--- src/mlp_pkg.sv ---
`default_nettype none

package mlp_pkg;

    // network shape and word widths
    localparam int NUM_INPUTS = 7;
    localparam int NUM_HIDDEN = 2;
    localparam int WORD_WIDTH = 16;

    localparam int FEAT_PORTS = 7;
    localparam int FEAT_W     = 16;
    localparam int PVAL_W     = 16;
    localparam int IDX_W      = 5;
    localparam int OUT_W      = 18;

    // weight store layout
    localparam int STORE_DEPTH = NUM_INPUTS * NUM_HIDDEN + 2 * NUM_HIDDEN + 1;
    localparam int STORE_W     = (STORE_DEPTH > 1) ? $clog2(STORE_DEPTH) : 1;
    localparam int HBIAS_BASE  = NUM_INPUTS * NUM_HIDDEN;
    localparam int OWGT_BASE   = HBIAS_BASE + NUM_HIDDEN;
    localparam int OBIAS_ADDR  = OWGT_BASE + NUM_HIDDEN;

    // beat kinds
    localparam logic KIND_LOAD   = 1'b0;
    localparam logic KIND_SAMPLE = 1'b1;

    // pipeline depth
    localparam int LANE_STAGES  = 6;
    localparam int MERGE_STAGES = 3;
    localparam int NUM_STAGES   = LANE_STAGES + MERGE_STAGES;

    // hidden lane datapath widths
    localparam int PROD_W = FEAT_W + WORD_WIDTH;
    localparam int PAIRS  = (NUM_INPUTS + 1) / 2;
    localparam int PAIR_W = PROD_W + 1;
    localparam int ACC_W  = PROD_W + $clog2(NUM_INPUTS) + 1;
    localparam int P_W    = ACC_W - 7;

    // activation table range
    localparam int SIG_LOW  = -140;
    localparam int SIG_HIGH = 400;
    localparam int SIG_SPAN = SIG_HIGH - SIG_LOW + 1;
    localparam int SEG_SIZE = 256;
    localparam int SEG_W    = 8;
    localparam int U_W      = 10;
    localparam int H_W      = 9;
    localparam logic [H_W-1:0] H_FULL = H_W'(256);

    // output merge widths
    localparam int HPROD_W = H_W + 1 + WORD_WIDTH;
    localparam int OSUM_W  = HPROD_W + $clog2(NUM_HIDDEN) + 1;
    localparam int Y_W     = OSUM_W - 7;
    localparam int YX_W    = (Y_W > OUT_W) ? Y_W : OUT_W + 1;
    localparam int OUT_MAX = (1 << (OUT_W - 1)) - 1;
    localparam int OUT_MIN = -(1 << (OUT_W - 1));

    localparam logic [63:0] Q40_ONE = 64'd1 << 40;

    typedef logic [SEG_SIZE-1:0][H_W-1:0]            t_seg_tab;
    typedef logic [FEAT_PORTS-1:0][FEAT_W-1:0]       t_feat_all;
    typedef logic [NUM_INPUTS-1:0][FEAT_W-1:0]       t_feat_vec;
    typedef logic [NUM_INPUTS-1:0][WORD_WIDTH-1:0]   t_wcol_vec;
    typedef logic [NUM_HIDDEN-1:0][WORD_WIDTH-1:0]   t_owgt_vec;
    typedef logic [NUM_HIDDEN-1:0][H_W-1:0]          t_hid_vec;

    // per-stage load enables, lanes first then merge
    typedef struct packed {
        logic [LANE_STAGES-1:0]  lane_en;
        logic [MERGE_STAGES-1:0] merge_en;
    } t_pipe_ctl;

    // shift-subtract division, quotient limited to qbits bits
    function automatic logic [63:0] udiv(input logic [63:0] num, input logic [63:0] den,
                                         input int qbits);
        logic [63:0] rem;
        logic [63:0] q;
        rem = num;
        q   = '0;
        for (int b = qbits - 1; b >= 0; b--) begin
            if ((rem >> b) >= den) begin
                rem  = rem - (den << b);
                q[b] = 1'b1;
            end
        end
        return q;
    endfunction

    // q40 product from 20-bit halves
    function automatic logic [63:0] qmul40(input logic [63:0] x, input logic [63:0] y);
        logic [63:0] xh, xl, yh, yl;
        xh = x >> 20;
        xl = x & 64'hFFFFF;
        yh = y >> 20;
        yl = y & 64'hFFFFF;
        return xh * yh + ((xh * yl + xl * yh) >> 20) + ((xl * yl) >> 40);
    endfunction

    // e^(t/128) in q40: series for e^(t/1024), then three squarings
    function automatic logic [63:0] exp_q40(input logic [63:0] t);
        logic [63:0] sum;
        logic [63:0] term;
        sum  = Q40_ONE;
        term = Q40_ONE;
        for (int k = 1; k <= 24; k++) begin
            term = udiv((term * t) >> 10, 64'(k), 44);
            sum  = sum + term;
        end
        for (int k = 0; k < 3; k++) begin
            sum = qmul40(sum, sum);
        end
        return sum;
    endfunction

    // scaled sigmoid for p inside the table range
    function automatic logic [H_W-1:0] sig_value(input int p);
        logic [63:0] e;
        logic [63:0] d;
        int          n;
        n = 384 - 3 * p;
        if (n >= 0) begin
            e = exp_q40(64'(n));
            d = Q40_ONE + e;
            return H_W'(udiv((64'd1 << 49) + d, d << 1, 10));
        end
        e = exp_q40(64'(-n));
        d = Q40_ONE + e;
        return H_W'(udiv((e << 9) + d, d << 1, 10));
    endfunction

    function automatic t_seg_tab sig_segment(input int base);
        t_seg_tab tab;
        tab = '0;
        for (int i = 0; i < SEG_SIZE; i++) begin
            if (base + i < SIG_SPAN) begin
                tab[i] = sig_value(SIG_LOW + base + i);
            end
        end
        return tab;
    endfunction

    // activation table in three segments of the offset p - SIG_LOW
    localparam t_seg_tab SIG_TAB0 = sig_segment(0);
    localparam t_seg_tab SIG_TAB1 = sig_segment(SEG_SIZE);
    localparam t_seg_tab SIG_TAB2 = sig_segment(2 * SEG_SIZE);

    localparam logic [1:0] SEG_0 = 2'd0;
    localparam logic [1:0] SEG_1 = 2'd1;
    localparam logic [1:0] SEG_2 = 2'd2;

endpackage

`default_nettype wire

--- src/mlp_merge.sv ---
`default_nettype none

module mlp_merge (
    input  wire logic                               i_clk,
    input  wire mlp_pkg::t_pipe_ctl                 i_ctl,
    input  wire mlp_pkg::t_hid_vec                  i_hidden,
    input  wire mlp_pkg::t_owgt_vec                 i_owgt,
    input  wire logic [mlp_pkg::WORD_WIDTH-1:0]     i_obias,
    output logic      [mlp_pkg::OUT_W-1:0]          o_output_value
);

    logic signed [mlp_pkg::HPROD_W-1:0] r_hprod [mlp_pkg::NUM_HIDDEN];
    logic signed [mlp_pkg::HPROD_W-1:0] n_hprod [mlp_pkg::NUM_HIDDEN];
    logic signed [mlp_pkg::OSUM_W-1:0]  r_osum, n_osum;
    logic signed [mlp_pkg::YX_W-1:0]    n_y;
    logic        [mlp_pkg::OUT_W-1:0]   r_out, n_out;

    // hidden value times output weight, one multiplier per lane
    always_comb begin
        for (int i = 0; i < mlp_pkg::NUM_HIDDEN; i++) begin
            n_hprod[i] = mlp_pkg::HPROD_W'($signed({1'b0, i_hidden[i]}))
                       * mlp_pkg::HPROD_W'($signed(i_owgt[i]));
        end
    end

    // sum over the lanes
    always_comb begin
        n_osum = '0;
        for (int i = 0; i < mlp_pkg::NUM_HIDDEN; i++) begin
            n_osum = n_osum + mlp_pkg::OSUM_W'(r_hprod[i]);
        end
    end

    // shift, output bias and saturation
    always_comb begin
        n_y = mlp_pkg::YX_W'(r_osum >>> 8) + mlp_pkg::YX_W'($signed(i_obias));
        if (n_y > mlp_pkg::YX_W'(mlp_pkg::OUT_MAX)) begin
            n_out = mlp_pkg::OUT_W'(mlp_pkg::OUT_MAX);
        end else if (n_y < mlp_pkg::YX_W'(mlp_pkg::OUT_MIN)) begin
            n_out = mlp_pkg::OUT_W'(mlp_pkg::OUT_MIN);
        end else begin
            n_out = mlp_pkg::OUT_W'(n_y);
        end
    end

    always_ff @(posedge i_clk) begin
        if (i_ctl.merge_en[0]) begin
            r_hprod <= n_hprod;
        end
        if (i_ctl.merge_en[1]) begin
            r_osum <= n_osum;
        end
        if (i_ctl.merge_en[2]) begin
            r_out <= n_out;
        end
    end

    assign o_output_value = r_out;

endmodule

`default_nettype wire

--- config.mk ---
export PLATFORM = sky130hd
export DESIGN_NAME = mlp_merge
export DESIGN_NICKNAME = d
export VERILOG_FILES = /design/src/mlp_pkg.sv /design/src/mlp_merge.sv
export SDC_FILE = /design/constraint.sdc
export NUM_CORES = 1
export LEC_CHECK = 0
export BUFFER_PORTS_ARGS = -buffer_cell sky130_fd_sc_hd__buf_2
export CAP_MARGIN = 10
export CORE_MARGIN = 5
export CORE_UTILIZATION = 50
export DETAILED_ROUTE_END_ITERATION = 8
export GPL_TIMING_DRIVEN = 1
export MAX_ROUTING_LAYER = met4
export PLACE_DENSITY = 0.74
export SLEW_MARGIN = 15
export SYNTH_ARGS = -nofsm -noshare
export SYNTH_HDL_FRONTEND = slang
export SYNTH_SLANG_ARGS = --single-unit
export TNS_END_PERCENT = 10
--- constraint.sdc ---
create_clock -name i_clk -period 5.6 [get_ports i_clk]
set_clock_uncertainty 0.1 [all_clocks]
set_input_delay 0.28 -clock i_clk [delete_from_list [all_inputs] [get_ports i_clk]]
set_output_delay 0.28 -clock i_clk [all_outputs]
set_load 0.1 [all_outputs]
# Yosys cells after proc, flatten, opt, wreduce, memory -nomap -nowiden
# Index checks and enable logic that the tools add are counted.
# totals
mem_count	0
latch_bits	0
in_bits	76
mem_bits_rw	0
romBits	0
reg_bits	97
# classes
shift	0
reduce_logical	0
n_addsub	2
n_eq_ne	0
n_div	0
muxes	1
bitwise	0
mul	2
order_cmp	2
# op_table
operator	count
10-bit by 16-bit multiplier with 26-bit output	2
26-bit by 26-bit adder with 27-bit output	1
21-bit by 18-bit greater-than comparator with 1-bit output, second input constant	1
21-bit by 18-bit less-than comparator with 1-bit output, second input constant	1
19-bit by 16-bit adder with 20-bit output	1
18-bit 2-to-1 mux	1

# Logic depth before layout (Yosys ltp)
# depth
depth_word	3
mapped_depth	22

# Least setup slack after synthesis
# No wires, ideal clock.
# synth_path
kind	input to register
startpoint	in i_hidden[12] (netlist name)
endpoint	reg r_hprod[24] (netlist name), data pin
stages	22
n_path_buf	1
setup_ns	0.280
arrival_time_ns	5.344
slack_ns	-0.124
cell_sequence	clkbuf_1 > nand2_1 > fa_1 > inv_1 > fa_1 > inv_1 > fa_1 > inv_1 > fa_1 > inv_1 > fa_1 > inv_1 > ha_1 > inv_1 > nor2_1 > o21a_1 > a211o_1 > a21oi_1 > o21ai_1 > a311oi_1 > o21a_1 > o211ai_1
# synth_rtl
item	line_no	rtl
start, declared	mlp_merge.sv:6	input wire mlp_pkg::t_hid_vec i_hidden,
end signal, assigned	mlp_merge.sv:48	r_hprod <= n_hprod;
end, declared	mlp_merge.sv:12	logic signed [mlp_pkg::HPROD_W-1:0] r_hprod [mlp_pkg::NUM_HIDDEN];

==> impl_metrics.py <==
metrics = {
    "run_status": {
        "status": "finished, final reports clean",
    },
    "clocking": {
        "cts_setup_buffers": 0,
        "worst_skew_pair.late_latency_ns": 0.35,
        "ctsResizeCount": 0,
        "clock_sinks": 89,
        "cts_tree": "built",
        "cts_buffers": 9,
        "clockRootBuffer": "clkbuf_16",
        "ctsHoldBuffers": 0,
        "htreeDepth": 3,
        "clk_pin_slew_ns": 0.07,
        "cts_buffer_depth": 2,
    },
    "yosys": {
        "synth_edf_count": 89,
        "synthFlopType": "edfxtp_1",
        "yosysSeqAreaShare_pct": 17.5,
        "synth_most_common_cell": "inv_1",
        "yosys_warnings": 0,
        "yosysTopAreaCell": "fa_1",
        "async_flop_share_pct": 0,
        "synthTopCellsByCount": "inv_1 (330), fa_1 (245), nand2_1 (199), ha_1 (158), and2_1 (127)",
        "yosys-top-cells-area": "fa_1 (32%), edfxtp_1 (18%), ha_1 (13%)",
        "ys_seq_elements": 89,
        "yosysTopAreaCellShare_pct": 32.2,
        "synthDistinctLibCells": 60,
        "synth_fp_nets": 2086,
        "syn-cell-area_um2": 15200,
        "avgSynthCellArea_um2": 9.49,
        "syn_inst": 1607,
    },
    "timing": {
        "post-route-period-util_pct": 94.1,
        "worstMarginPinSlew_ns": 0.928,
        "finalHoldViolCount": 0,
        "setup_viol": 0,
        "period_needed_ns": 5.27,
        "rsz0062_at_grt": "false",
        "fmax_ghz": 0.190,
        "timing.slew.headroom_pct": 38.0,
        "slew_violations": 0,
    },
    "worst_hold_path": {
        "hold_end": "r_hprod[0]",
        "hold_depth": 2,
        "min_from": "i_owgt[16]",
        "min_path_type": "primary input to register",
    },
    "placed_design": {
        "place.gp.congestion": 0.879,
        "io_buffer_count": 87,
        "placed_cells": 2087,
        "dpl_cell_area_um2": 16300,
        "dp_hpwl_um": 25300,
    },
    "die": {
        "core_area_um2": 30300,
        "pin_count": 94,
        "start_util_pct": 50.2,
        "rows": 64,
        "die_y_um": 185,
        "die_width_um": 185,
        "die_area_um2": 34100,
    },
    "layout": {
        "fillers": 2625,
        "final_util_pct": 54.9,
        "fin_area_um2": 16700,
        "synthToLayoutAreaGrowth_pct": 9.29,
        "drive_above_1_share_pct": 9.67,
        "fin_nets": 2182,
        "instances_no_fill": 2104,
    },
    "worst_setup_path": {
        "startpoint_type": "primary input",
        "crit_path_max_fanout": 16,
        "worst_r2r_endpoint": "o_output_value[2]",
        "r2r-start": "r_osum[8]",
        "r2r_setup_slack_ns": 1.98,
        "cp.required_ns": 5.59,
        "cp-end-kind": "register",
        "cp.arrival_ns": 5.26,
        "reg2regPathDepth": 11,
        "path_class": "primary input to register",
    },
    "global_route": {
        "track_usage_pct": 18.8,
        "grt_pass1_wl_um": 51800,
        "grt_antenna_before_repair": 1,
        "grt-ovfl-total": 0,
        "grt_max_degree": 53,
        "first_global_vias": 11537,
    },
    "power_and_ir_drop": {
        "power_density_nw_per_um2": 648,
        "p_clk_share_pct": 6.0,
        "leakagePower_nw": 8.44,
        "switching_share_pct": 48.1,
        "p_int_w": 0.00561,
        "p_seq_share_pct": 15.5,
        "combPwrFrac_pct": 78.5,
        "vdd.ir_drop.worst_uv": 328,
        "power_switching_w": 0.00520,
        "p_total_w": 0.0108,
    },
    "job": {
        "cap_violations": 0,
    },
    "drt": {
        "avgViaCountPerCell": 5.20,
        "post_drt_wl_per_cell_um": 14.0,
        "drtIter0Drc": 365,
        "dr_total_vias": 10948,
        "drc": 0,
        "drt_wl_total_um": 29500,
        "first_pass_iters": 5,
        "drtAntennaViolNets": 0,
    },
}
[critical path, stage by stage]
cell and delay [ns]:
buf_2 0.27, nand2_1 0.12, fa_1 0.52, inv_1 0.06, fa_1 0.56, fa_1 0.44, fa_1 0.50, inv_1 0.05
fa_1 0.47, inv_1 0.04, ha_1 0.31, nand2_1 0.11, nor2_1 0.04, a211oi_1 0.21, o21ai_0 0.17, a21oi_1 0.24
a211oi_1 0.13, a41o_1 0.28, o41ai_1 0.31, xnor2_1 0.12
[stage by stage]
stage               worst slack (ns)  TNS, ns  hold WS, ns
floorplan                     0.0542        0        0.292
global placement              0.0649        0        0.602
detailed placement           -0.0506  -0.0619        0.608
CTS                            0.294        0        0.243
global route                  0.0143        0        0.264
finish                         0.329        0        0.251
[power groups by stage]
stage	combinational, W	clock [W]	sequential (W)
5_1_grt	0.00969	0.000694	0.00170
3_3_place_gp	0.00827	0	0.00169
6_report	0.00848	0.000653	0.00167
3_5_place_dp	0.00851	0	0.00169
2_1_floorplan	0.00621	0	0.00212
4_1_cts	0.00857	0.000664	0.00168
[worst max path at each step]
stage | start | endpoint | slack (ns) | cells past startpoint
floorplan | i_hidden[1] | r_hprod[51] | 0.05 | 22
global placement | i_hidden[1] | r_hprod[51] | 0.06 | 22
detailed placement | i_hidden[5] | r_hprod[51] | -0.05 | 20
CTS | i_hidden[5] | r_hprod[51] | 0.29 | 20
global route | i_hidden[4] | r_hprod[50] | 0.01 | 20
finish | i_hidden[5] | r_hprod[51] | 0.33 | 20
[cells in the final DEF (no fill, tap or decap), types with 12 or more instances in the layout]
cell type  count
a21oi_1       65
nand2_1      199
nor2b_1       12
a21o_1        27
ha_1         158
nor2_1        50
o21ai_0       29
buf_2         87
inv_1        330
xnor2_1       61
buf_4         44
edfxtp_1      89
xor2_1        20
o21bai_1      15
a211oi_1      12
fa_1         245
nor3_1        15
and2_1       127
[area by class of cell]
class	count	area, um^2	area share, %
clock buffer	9	225	1.35
multi-input combinational	1141	11100	66.9
antenna	1	2.50	0.0150
inverter	330	1240	7.43
sequential	89	2670	16.0
tap	396	495	2.97
clock inverter	6	97.6	0.586
timing repair buffer	132	786	4.72
[metal layers]
layer  routed length (um)  GRT usage (%)
met1                12100           22.9
met2                15500           33.5
met3                 1220           2.51
met4                  540           4.20
met5                    0              -
[sequential cells by signal, indices dropped and copies added (netlist names)]
signal,count
r_osum,19
o_output_value,18
r_hprod,52
[kinds of logic after synthesis]
| kind of cell | Yosys count | share of synthesized area, % |
|---|---|---|
| AOI/OAI and AO/OA | 210 | 9.07 |
| adders and majority gates | 403 | 45.1 |
| xor gates and xnor gates | 81 | 4.65 |
| and+or+nand+nor | 446 | 14.1 |
| DFF | 89 | 17.5 |
| buffers and inverters | 377 | 9.41 |
| muxes | 1 | 0.0656 |
Power figures use the tool's default switching activity.
